===== config.mk =====
export PLATFORM = sky130hd
export DESIGN_NAME = pid_controller_antiwindup
export DESIGN_NICKNAME = d
export VERILOG_FILES = /design/src/hdl/pidaw_pkg.sv /design/src/hdl/pidaw_regs.sv /design/src/hdl/pidaw_mul.sv /design/src/hdl/pidaw_core.sv /design/src/hdl/pid_controller_antiwindup.sv
export SDC_FILE = /design/constraint.sdc
export NUM_CORES = 2
export LEC_CHECK = 0
export BUFFER_PORTS_ARGS = -buffer_cell sky130_fd_sc_hd__buf_2
export CORE_MARGIN = 5
export CORE_UTILIZATION = 50
export DETAILED_ROUTE_END_ITERATION = 12
export PLACE_DENSITY = 0.73
export SLEW_MARGIN = 20
export SYNTH_ARGS = -nofsm -noshare
export SYNTH_HDL_FRONTEND = slang
export SYNTH_SLANG_ARGS = --single-unit

===== constraint.sdc =====
create_clock -name clk -period 9.9 [get_ports clk]
set_input_delay 0.99 -clock clk [delete_from_list [all_inputs] [get_ports clk]]
set_output_delay 0.99 -clock clk [all_outputs]
set_load 0.02 [all_outputs]

===== src/hdl/pidaw_pkg.sv =====
// shared types, widths and codes of the pid regulator with anti-windup
// no dependencies; imported by every module of the block

package pidaw_pkg;

	// field and datapath widths
	localparam int SIG_W    = 16;            // setpoint, measured, drive
	localparam int COEF_W   = 32;            // Q16.16 coefficients
	localparam int ACC_W    = 48;            // saturating accumulators
	localparam int FRAC_W   = 16;            // fraction bits of Q.16 values
	localparam int DIFF_W   = SIG_W + 1;     // error and measurement change
	localparam int OPND_W   = ACC_W;         // serial multiplier operand
	localparam int HI_W     = COEF_W + 1;    // multiplier partial sum
	localparam int CNT_W    = $clog2(OPND_W);
	localparam int SUM_W    = 66;            // internal wide sum
	localparam int CLIP_W   = 2;
	localparam int EN_W     = 2;
	localparam int IDX_W    = 3;
	localparam int DATA_W   = 32;

	// term enable bit positions
	localparam int EN_INTEG = 0;
	localparam int EN_DERIV = 1;

	// clip status codes
	localparam logic [CLIP_W-1:0] CLIP_NONE = 2'd0;
	localparam logic [CLIP_W-1:0] CLIP_LOW  = 2'd1;
	localparam logic [CLIP_W-1:0] CLIP_HIGH = 2'd2;

	// register indexes
	typedef enum logic [IDX_W-1:0] {
		REG_KP,
		REG_KI,
		REG_AD,
		REG_BD,
		REG_KW,
		REG_DMIN,
		REG_DMAX,
		REG_EN
	} reg_idx_t;

	// register reset values
	localparam logic signed [SIG_W-1:0] DMIN_RST = 16'sh8000;
	localparam logic signed [SIG_W-1:0] DMAX_RST = 16'sh7fff;

	typedef struct packed {
		logic signed [COEF_W-1:0] kp;
		logic signed [COEF_W-1:0] ki;
		logic signed [COEF_W-1:0] ad;
		logic signed [COEF_W-1:0] bd;
		logic signed [COEF_W-1:0] kw;
		logic signed [SIG_W-1:0]  dmin;
		logic signed [SIG_W-1:0]  dmax;
		logic [EN_W-1:0]          en;
	} cfg_t;

	// control toward the serial multiplier
	typedef struct packed {
		logic start;
		logic long_op;   // 1: 48-bit operand, 0: 17-bit operand
	} mul_req_t;

	// saturate a wide sum to the accumulator range
	function automatic logic signed [ACC_W-1:0] sat48(input logic signed [SUM_W-1:0] x);
		logic [SUM_W-ACC_W:0] top;
		top = x[SUM_W-1:ACC_W-1];
		if ((&top) || !(|top)) begin
			sat48 = x[ACC_W-1:0];
		end else if (x[SUM_W-1]) begin
			sat48 = {1'b1, {(ACC_W-1){1'b0}}};
		end else begin
			sat48 = {1'b0, {(ACC_W-1){1'b1}}};
		end
	endfunction

endpackage


===== src/hdl/pidaw_regs.sv =====
// configuration register file of the pid regulator
// depends on pidaw_pkg

module pidaw_regs
	import pidaw_pkg::*;
(
	input  logic              clk,
	input  logic              arst_n,
	input  logic              cfg_wen,
	input  logic [IDX_W-1:0]  cfg_index,
	input  logic [DATA_W-1:0] cfg_wdata,
	output cfg_t              cfg
);

	cfg_t cfg_q;

	// register writes by index
	always_ff @(posedge clk or negedge arst_n) begin
		if (!arst_n) begin
			cfg_q.kp   <= '0;
			cfg_q.ki   <= '0;
			cfg_q.ad   <= '0;
			cfg_q.bd   <= '0;
			cfg_q.kw   <= '0;
			cfg_q.dmin <= DMIN_RST;
			cfg_q.dmax <= DMAX_RST;
			cfg_q.en   <= '0;
		end else if (cfg_wen) begin
			case (reg_idx_t'(cfg_index))
				REG_KP:   cfg_q.kp   <= cfg_wdata[COEF_W-1:0];
				REG_KI:   cfg_q.ki   <= cfg_wdata[COEF_W-1:0];
				REG_AD:   cfg_q.ad   <= cfg_wdata[COEF_W-1:0];
				REG_BD:   cfg_q.bd   <= cfg_wdata[COEF_W-1:0];
				REG_KW:   cfg_q.kw   <= cfg_wdata[COEF_W-1:0];
				REG_DMIN: cfg_q.dmin <= cfg_wdata[SIG_W-1:0];
				REG_DMAX: cfg_q.dmax <= cfg_wdata[SIG_W-1:0];
				REG_EN:   cfg_q.en   <= cfg_wdata[EN_W-1:0];
				default:  cfg_q.en   <= cfg_q.en;
			endcase
		end
	end

	assign cfg = cfg_q;

endmodule


===== src/hdl/pidaw_mul.sv =====
// bit-serial signed multiplier: coefficient in parallel, operand one bit a cycle
// depends on pidaw_pkg

module pidaw_mul
	import pidaw_pkg::*;
(
	input  logic                     clk,
	input  logic                     arst_n,
	input  mul_req_t                 req,
	input  logic signed [COEF_W-1:0] coef,
	input  logic [OPND_W-1:0]        opnd,
	output logic                     done,
	output logic signed [HI_W-1:0]   prod_hi,   // product shifted right by step count
	output logic [OPND_W-1:0]        prod_lo    // low product bits, msb-aligned
);

	logic                     busy_q;
	logic                     done_q;
	logic [CNT_W-1:0]         cnt_q;
	logic signed [COEF_W-1:0] coef_q;
	logic [OPND_W-1:0]        x_q;
	logic signed [HI_W-1:0]   acc_q;
	logic [OPND_W-1:0]        lo_q;

	logic                     last;
	logic signed [HI_W:0]     addend;
	logic signed [HI_W:0]     step_sum;

	// one partial product per cycle, the sign bit carries negative weight
	assign last = (cnt_q == '0);

	always_comb begin
		if (!x_q[0]) begin
			addend = '0;
		end else if (last) begin
			addend = -{{2{coef_q[COEF_W-1]}}, coef_q};
		end else begin
			addend = {{2{coef_q[COEF_W-1]}}, coef_q};
		end
		step_sum = {acc_q[HI_W-1], acc_q} + addend;
	end

	// load, shift and count
	always_ff @(posedge clk or negedge arst_n) begin
		if (!arst_n) begin
			busy_q <= 1'b0;
			done_q <= 1'b0;
			cnt_q  <= '0;
		end else begin
			done_q <= 1'b0;
			if (req.start) begin
				busy_q <= 1'b1;
				cnt_q  <= req.long_op ? CNT_W'(OPND_W - 1) : CNT_W'(DIFF_W - 1);
			end else if (busy_q) begin
				cnt_q <= cnt_q - 1'b1;
				if (last) begin
					busy_q <= 1'b0;
					done_q <= 1'b1;
				end
			end
		end
	end

	// datapath shift registers
	always_ff @(posedge clk) begin
		if (req.start) begin
			coef_q <= coef;
			x_q    <= opnd;
			acc_q  <= '0;
			lo_q   <= '0;
		end else if (busy_q) begin
			x_q   <= {1'b0, x_q[OPND_W-1:1]};
			acc_q <= step_sum[HI_W:1];
			lo_q  <= {step_sum[0], lo_q[OPND_W-1:1]};
		end
	end

	assign done    = done_q;
	assign prod_hi = acc_q;
	assign prod_lo = lo_q;

endmodule


===== src/hdl/pidaw_core.sv =====
// sequencer and accumulators of the pid regulator
// depends on pidaw_pkg; drives one pidaw_mul instance

module pidaw_core
	import pidaw_pkg::*;
(
	input  logic                     clk,
	input  logic                     arst_n,
	input  cfg_t                     cfg,
	input  logic                     in_valid,
	output logic                     in_ready,
	input  logic                     in_mode,
	input  logic signed [SIG_W-1:0]  in_setpoint,
	input  logic signed [SIG_W-1:0]  in_measured,
	output logic                     res_valid,
	input  logic                     res_ready,
	output logic signed [SIG_W-1:0]  res_drive,
	output logic [CLIP_W-1:0]        res_clipped,
	output mul_req_t                 mul_req,
	output logic signed [COEF_W-1:0] mul_coef,
	output logic [OPND_W-1:0]        mul_opnd,
	input  logic                     mul_done,
	input  logic signed [HI_W-1:0]   mul_hi,
	input  logic [OPND_W-1:0]        mul_lo
);

	typedef enum logic [3:0] {
		ST_IDLE,
		ST_DPOLE,
		ST_DGAIN,
		ST_PROP,
		ST_SUMI,
		ST_CLAMP,
		ST_DIFF,
		ST_WIND,
		ST_INTEG,
		ST_OUT
	} state_t;

	state_t                    state_q;
	mul_req_t                  mul_req_q;
	logic signed [COEF_W-1:0]  mul_coef_q;
	logic [OPND_W-1:0]         mul_opnd_q;
	logic signed [ACC_W-1:0]   integ_q;
	logic signed [ACC_W-1:0]   deriv_q;
	logic signed [SIG_W-1:0]   prev_q;
	logic signed [SIG_W-1:0]   meas_q;
	logic signed [DIFF_W-1:0]  err_q;
	logic signed [DIFF_W-1:0]  dmeas_q;
	logic signed [SUM_W-1:0]   sum_q;
	logic signed [COEF_W-1:0]  u_q;
	logic [CLIP_W-1:0]         clip_q;

	logic signed [DIFF_W-1:0]  err_w;
	logic signed [DIFF_W-1:0]  dmeas_w;
	logic signed [SUM_W-1:0]   prod_q16;
	logic signed [SUM_W-1:0]   prod_short;
	logic signed [SUM_W-1:0]   integ_ext;
	logic signed [SUM_W-1:0]   deriv_ext;
	logic signed [SUM_W-1:0]   lo_lim;
	logic signed [SUM_W-1:0]   hi_lim;
	logic signed [SUM_W-1:0]   u_ext;

	// error and measurement change of the incoming beat
	assign err_w   = {in_setpoint[SIG_W-1], in_setpoint} - {in_measured[SIG_W-1], in_measured};
	assign dmeas_w = {in_measured[SIG_W-1], in_measured} - {prev_q[SIG_W-1], prev_q};

	// multiplier results: long product floored by 2^16, short product exact
	assign prod_q16   = {mul_hi[HI_W-1], mul_hi, mul_lo[OPND_W-1:FRAC_W]};
	assign prod_short = {{(SUM_W-HI_W-DIFF_W){mul_hi[HI_W-1]}}, mul_hi,
		mul_lo[OPND_W-1:OPND_W-DIFF_W]};

	// sign extensions onto the wide sum
	assign integ_ext = {{(SUM_W-ACC_W){integ_q[ACC_W-1]}}, integ_q};
	assign deriv_ext = {{(SUM_W-ACC_W){deriv_q[ACC_W-1]}}, deriv_q};
	assign lo_lim    = {{(SUM_W-SIG_W-FRAC_W){cfg.dmin[SIG_W-1]}}, cfg.dmin, {FRAC_W{1'b0}}};
	assign hi_lim    = {{(SUM_W-SIG_W-FRAC_W){cfg.dmax[SIG_W-1]}}, cfg.dmax, {FRAC_W{1'b0}}};
	assign u_ext     = {{(SUM_W-COEF_W){u_q[COEF_W-1]}}, u_q};

	// sequencer: at most one multiplication per state, wide adds between them
	always_ff @(posedge clk or negedge arst_n) begin
		if (!arst_n) begin
			state_q   <= ST_IDLE;
			mul_req_q <= '0;
			integ_q   <= '0;
			deriv_q   <= '0;
			prev_q    <= '0;
		end else begin
			mul_req_q.start <= 1'b0;
			case (state_q)
				ST_IDLE: begin
					if (in_valid) begin
						if (in_mode) begin
							prev_q  <= in_measured;
							integ_q <= '0;
							deriv_q <= '0;
						end else begin
							meas_q  <= in_measured;
							err_q   <= err_w;
							dmeas_q <= dmeas_w;
							mul_req_q.start <= 1'b1;
							if (cfg.en[EN_DERIV]) begin
								mul_req_q.long_op <= 1'b1;
								mul_coef_q <= cfg.ad;
								mul_opnd_q <= deriv_q;
								state_q    <= ST_DPOLE;
							end else begin
								mul_req_q.long_op <= 1'b0;
								mul_coef_q <= cfg.kp;
								mul_opnd_q <= {{(OPND_W-DIFF_W){err_w[DIFF_W-1]}}, err_w};
								state_q    <= ST_PROP;
							end
						end
					end
				end
				ST_DPOLE: begin
					if (mul_done) begin
						sum_q <= prod_q16;
						mul_req_q.start   <= 1'b1;
						mul_req_q.long_op <= 1'b0;
						mul_coef_q <= cfg.bd;
						mul_opnd_q <= {{(OPND_W-DIFF_W){dmeas_q[DIFF_W-1]}}, dmeas_q};
						state_q    <= ST_DGAIN;
					end
				end
				ST_DGAIN: begin
					if (mul_done) begin
						deriv_q <= sat48(sum_q - prod_short);
						mul_req_q.start   <= 1'b1;
						mul_req_q.long_op <= 1'b0;
						mul_coef_q <= cfg.kp;
						mul_opnd_q <= {{(OPND_W-DIFF_W){err_q[DIFF_W-1]}}, err_q};
						state_q    <= ST_PROP;
					end
				end
				ST_PROP: begin
					if (mul_done) begin
						sum_q   <= prod_short + deriv_ext;
						state_q <= ST_SUMI;
					end
				end
				ST_SUMI: begin
					sum_q   <= sum_q + integ_ext;
					state_q <= ST_CLAMP;
				end
				ST_CLAMP: begin
					// high test overrides low test for inverted limits
					if (sum_q > hi_lim) begin
						u_q    <= hi_lim[COEF_W-1:0];
						clip_q <= CLIP_HIGH;
					end else if (sum_q < lo_lim) begin
						u_q    <= lo_lim[COEF_W-1:0];
						clip_q <= CLIP_LOW;
					end else begin
						u_q    <= sum_q[COEF_W-1:0];
						clip_q <= CLIP_NONE;
					end
					state_q <= ST_DIFF;
				end
				ST_DIFF: begin
					if (cfg.en[EN_INTEG]) begin
						mul_req_q.start   <= 1'b1;
						mul_req_q.long_op <= 1'b1;
						mul_coef_q <= cfg.kw;
						mul_opnd_q <= sat48(u_ext - sum_q);
						state_q    <= ST_WIND;
					end else begin
						state_q <= ST_OUT;
					end
				end
				ST_WIND: begin
					if (mul_done) begin
						sum_q <= prod_q16 + integ_ext;
						mul_req_q.start   <= 1'b1;
						mul_req_q.long_op <= 1'b0;
						mul_coef_q <= cfg.ki;
						mul_opnd_q <= {{(OPND_W-DIFF_W){err_q[DIFF_W-1]}}, err_q};
						state_q    <= ST_INTEG;
					end
				end
				ST_INTEG: begin
					if (mul_done) begin
						integ_q <= sat48(sum_q + prod_short);
						state_q <= ST_OUT;
					end
				end
				ST_OUT: begin
					if (res_ready) begin
						prev_q  <= meas_q;
						state_q <= ST_IDLE;
					end
				end
				default: begin
					state_q <= ST_IDLE;
				end
			endcase
		end
	end

	assign in_ready    = (state_q == ST_IDLE);
	assign res_valid   = (state_q == ST_OUT);
	assign res_drive   = u_q[FRAC_W+SIG_W-1:FRAC_W];
	assign res_clipped = clip_q;
	assign mul_req     = mul_req_q;
	assign mul_coef    = mul_coef_q;
	assign mul_opnd    = mul_opnd_q;

endmodule


===== src/hdl/pid_controller_antiwindup.sv =====
// pid regulator with filtered derivative on the measurement and back-calculation
// anti-windup. one serial multiplier forms the products in turn; a control beat runs
// the enabled derivative, the proportional and the enabled integral steps, and the next
// beat is taken only once its result has entered the output register. an init beat
// gives no result. one result may wait in the output register; arst_n clears state,
// loads reg defaults.

module pid_controller_antiwindup
	import pidaw_pkg::*;
(
	input  logic              clk,
	input  logic              arst_n,
	input  logic              cfg_wen,
	input  logic [IDX_W-1:0]  cfg_index,
	input  logic [DATA_W-1:0] cfg_wdata,
	input  logic              s_tvalid,
	output logic              s_tready,
	input  logic [31:0]       s_tdata,   // setpoint [15:0], measured [31:16]
	input  logic              s_tuser,   // mode [0]
	output logic              m_tvalid,
	input  logic              m_tready,
	output logic [15:0]       m_tdata,   // drive [15:0]
	output logic [1:0]        m_tuser    // clipped [1:0]
);

	cfg_t                     cfg;
	mul_req_t                 mul_req;
	logic signed [COEF_W-1:0] mul_coef;
	logic [OPND_W-1:0]        mul_opnd;
	logic                     mul_done;
	logic signed [HI_W-1:0]   mul_hi;
	logic [OPND_W-1:0]        mul_lo;
	logic                     res_valid;
	logic                     res_ready;
	logic signed [SIG_W-1:0]  res_drive;
	logic [CLIP_W-1:0]        res_clipped;
	logic                     m_valid_q;
	logic [SIG_W-1:0]         m_drive_q;
	logic [CLIP_W-1:0]        m_clip_q;

	pidaw_regs u_regs (
		.clk       (clk),
		.arst_n    (arst_n),
		.cfg_wen   (cfg_wen),
		.cfg_index (cfg_index),
		.cfg_wdata (cfg_wdata),
		.cfg       (cfg)
	);

	pidaw_mul u_mul (
		.clk     (clk),
		.arst_n  (arst_n),
		.req     (mul_req),
		.coef    (mul_coef),
		.opnd    (mul_opnd),
		.done    (mul_done),
		.prod_hi (mul_hi),
		.prod_lo (mul_lo)
	);

	pidaw_core u_core (
		.clk         (clk),
		.arst_n      (arst_n),
		.cfg         (cfg),
		.in_valid    (s_tvalid),
		.in_ready    (s_tready),
		.in_mode     (s_tuser),
		.in_setpoint (s_tdata[SIG_W-1:0]),
		.in_measured (s_tdata[2*SIG_W-1:SIG_W]),
		.res_valid   (res_valid),
		.res_ready   (res_ready),
		.res_drive   (res_drive),
		.res_clipped (res_clipped),
		.mul_req     (mul_req),
		.mul_coef    (mul_coef),
		.mul_opnd    (mul_opnd),
		.mul_done    (mul_done),
		.mul_hi      (mul_hi),
		.mul_lo      (mul_lo)
	);

	// output register, free when empty or being taken
	assign res_ready = !m_valid_q || m_tready;

	always_ff @(posedge clk or negedge arst_n) begin
		if (!arst_n) begin
			m_valid_q <= 1'b0;
		end else if (res_valid && res_ready) begin
			m_valid_q <= 1'b1;
		end else if (m_tready) begin
			m_valid_q <= 1'b0;
		end
	end

	always_ff @(posedge clk) begin
		if (res_valid && res_ready) begin
			m_drive_q <= res_drive;
			m_clip_q  <= res_clipped;
		end
	end

	assign m_tvalid = m_valid_q;
	assign m_tdata  = m_drive_q;
	assign m_tuser  = m_clip_q;

endmodule

==> results.md <==
- Status: finished, final reports clean
- CTS tree: yes
- H-Tree Depth: 3
- Power per cell area: between 300 and 400 nW/um2
- Pre-Repair DR Iteration Count: 10
- Synth warnings: 0
- Setup_tns: 0 ns
- Worst-Skew Late Latency: 0.68 ns
- Final wirelength: 195000 um
- All-Layer GR Usage: roughly 32%
- Routed Antenna Nets: 0
- Top cell family by delay on the critical path: compound AO/OA/AOI/OAI gates
- WP data required: 10.29 ns
- Iteration-0 DRC Markers: 5448
- CP bufs+invs: 1
- Buffers on Ports: 92
- Core Box Area: about 110000 um2
- Syn Nets: 6553
- Crit path launch type: flop
- Reg-to-reg critical path startpoint: u_core.state_q[0]$_DFFE_PN0P_
- Worst Setup End Kind: flop
- Post-synth EDFFs: about 330
- HP Class: in -> async
- Ports: 93
- Routability-driven placement congestion ratio: about 1.0
- Max clock buf depth: 3
- Die width: about 340 um
- Fin. Hold Viols: 0
- CTS Hold Bufs: 0
- Final setup skew: ~0.047 ns
- Final setup vio count: 0
- Crit path top cell by count: a221o_1
- Final Critical Period: between 6 and 7 ns
- Clk root buf: clkbuf_16
- Crit path kind: reg -> reg
- Final number of max-transition violations: 0
- # nets final: between 6000 and 7000
- Die area: about 120000 um2
- Post-CTS setup buffer count: 0
- Clock transition at path regs: roughly 0.06 ns
- Vias per cell: approximately 6.5
- DRC Markers: 0
- Peak VDD IR: 0.183 mV
- Post-CTS sizing: 0
- Syn avg cell area: 9.21 um2
- Slew margin rel.: 15.0%
- CP startpoint: u_core.state_q[0]$_DFFE_PN0P_
- Power, Total: 0.0201 W
- Fin crit share: 68.7%
- Asr flop ratio synth: between 40% and 50%
- CP max stage delay: around 0.83 ns
- Seq/Total Area, Yosys: a little over a third
- Ys flop type: edfxtp_1
- Largest net degree at the start of global routing: roughly 110
- Leak: about 25 nW
- Unique masters post-synth: 119
- P&R area growth vs syn: 8.09%
- Slowest CP cell: a2111oi_0
- Total congestion overflow: 0
- Fraction of layout cells with a size suffix above 1: approximately an eighth
- Cell Rows: ~120
- Initial Util: approximately 51%
- Worst-Margin Slew: about 1.3 ns
- First-pass GRT wire length: between 200000 and 300000 um
- Num CTS Buffers: 82
- Via Count: approximately 50000
- Mapped Area: 55200 um2
- Flops & latches, synth: slightly above 700
- CP Cell Sequence: nand2_1, nor2_4, buf_4, o21ai_0, ha_1, and3_1, nand4_1, a221o_1, a21bo_2, a2111oi_0, o2111ai_1, a31oi_1, o21ai_1, nor3_1, a211oi_1, nand2b_1, xor2_1, a221o_1
- Worst-path fanout max: about 110
- Routed len/inst: between 20 and 30 um
- Detailed placement HPWL: 150000 um
- CTS Sinks: a little over 700
- Arrival time worst endpoint: just over 7 ns
- Max Cap Violations: 0
- Antenna violations before repair: 13
- RSZ-0062 raised after global routing: false
- Die Ht: between 300 and 400 um
- Post-Synthesis Cells: approximately 6000
- Vias in the first global route: about 46000
- Max Clk Rate: 147 MHz
==> path summary, 6_finish.rpt <==
path / depth (start not counted) / slack, ns / endpoint
worst max-delay path: 18 / 3.10 / u_core.sum_q[62]$_DFFE_PP_
worst min-delay path: 1 / 0.27 / u_regs.cfg[18]$_DFFE_PN0P_
worst max register to register: 18 / 3.10 / u_core.sum_q[62]$_DFFE_PP_
worst min register to register: 0 / 0.41 / u_mul.coef_q[14]$_DFFE_PP_
max in group asynchronous: 4 / 7.12 / u_core.deriv_q[45]$_DFFE_PN0P_
min in group clk: 0 / 0.41 / u_mul.coef_q[14]$_DFFE_PP_
==> report_power, final <==
| group | switching (W) | internal, W | total [W] |
|---|---|---|---|
| registers | 0.000933 | 0.00420 | 0.00513 |
| clock network | 0.00135 | 0.00181 | 0.00316 |
| logic | 0.00751 | 0.00428 | 0.0118 |
==> cells in the final DEF (no fill, tap or decap), drive strengths merged, types with 75 or more instances in the layout <==
cell	count
a21oi	494
ha	476
nand2	476
nor2	380
o21ai	375
inv	351
edfxtp	328
dfrtp	305
mux2	258
xnor2	235
a21o	189
buf	173
nand3	168
nor3	126
clkbuf	108
mux2i	107
xor2	102
nand4	97
o211ai	81
o21bai	79
a211oi	75
==> registers in the layout, indices dropped and copies added, names as in the netlist <==
signal              count
u_mul.busy_q            1
u_regs.cfg            194
u_core.state_q          4
u_core.mul_coef        32
u_core.integ_q         48
u_core.u_q             32
u_mul.done              1
u_core.meas_q          16
u_core.err_q           17
m_tvalid                1
u_mul.prod_hi          33
u_core.mul_req          2
m_tdata                16
u_core.res_clipped      2
u_core.prev_q          16
m_tuser                 2
u_core.deriv_q         48
u_core.dmeas_q         17
u_mul.x_q              48
u_core.sum_q           66
u_core.mul_opnd        48
u_mul.prod_lo          32
u_mul.coef_q           32
u_mul.cnt_q             6
==> layout make-up <==
cell class | instances | area [um2]
Antenna cell | 7 | 17.5
Clock buffer | 108 | 2280
Clock inverter | 45 | 522
Fill cell | 9852 | 49600
Inverter | 345 | 1290
Multi-Input combinational cell | 4647 | 33400
Sequential cell | 714 | 19200
Tap cell | 1476 | 1850
Timing Repair Buffer | 173 | 1080
==> Yosys cell counts (32+ instances only) <==
library cell / n / share of area (%)
nor2_1: 377 / 2.6
a21o_1: 185 / 2.5
edfxtp_1: 328 / 18
a21oi_1: 487 / 4.4
nor2b_1: 62 / 0.70
dfrtp_1: 305 / 14
clkbuf_1: 194 / 1.3
nand3_1: 168 / 1.5
a221o_1: 50 / 0.91
o31ai_1: 45 / 0.61
and2_1: 49 / 0.56
a22oi_1: 37 / 0.50
mux2i_1: 107 / 1.9
o211ai_1: 79 / 1.1
o21bai_1: 79 / 1.1
mux2_2: 258 / 5.3
a211oi_1: 45 / 0.61
dfxtp_1: 65 / 2.4
nand4_1: 97 / 1.1
o21a_1: 43 / 0.58
nor3_1: 125 / 1.1
ha_1: 476 / 11
nand2b_1: 65 / 0.74
xnor2_1: 235 / 3.7
o21ai_0: 354 / 3.2
nand2_1: 475 / 3.2
or3_1: 35 / 0.40
xor2_1: 102 / 1.6
and3_1: 32 / 0.36
a31oi_1: 54 / 0.61
buf_1: 32 / 0.22
nor4_1: 55 / 0.62
a222oi_1: 54 / 0.98
inv_1: 342 / 2.3
==> per-stage QoR <==
step	utilization (%)	cells	hold slack, ns	cell area, um2	setup slack, ns
2_1_floorplan	-	5996	0.400	55200	4.97
3_3_place_gp	52.0	7355	0.405	56800	3.16
3_5_place_dp	52.0	7355	0.405	56800	3.18
4_1_cts	54.6	7508	0.238	59700	3.09
5_1_grt	54.6	7508	0.260	59700	2.57
6_report	54.6	7515	0.269	59700	3.10
==> cell families (layout without fill, tap and decap cells) <==
group,after synthesis,in the layout,share of synthesized area [%]
adders and majority gates,484,484,11.1
AOI/OAI and AO/OA,1806,1806,22.0
other,0,7,0
and+or+nand+nor,1655,1655,14.6
DFF,714,714,34.8
xor gates and xnor gates,337,337,5.35
buffers and inverters,635,671,4.97
muxes,365,365,7.20
==> metal layers <==
layer  routed length [um]  GRT usage [%]  up-vias
met2                85800           49.6     2326
met3                18300           6.38      445
met5                   55              0        -
li1                     -              -    22200
met1                80400           43.7    23900
met4                10900           15.0        8
Power figures use the tool's default switching activity.
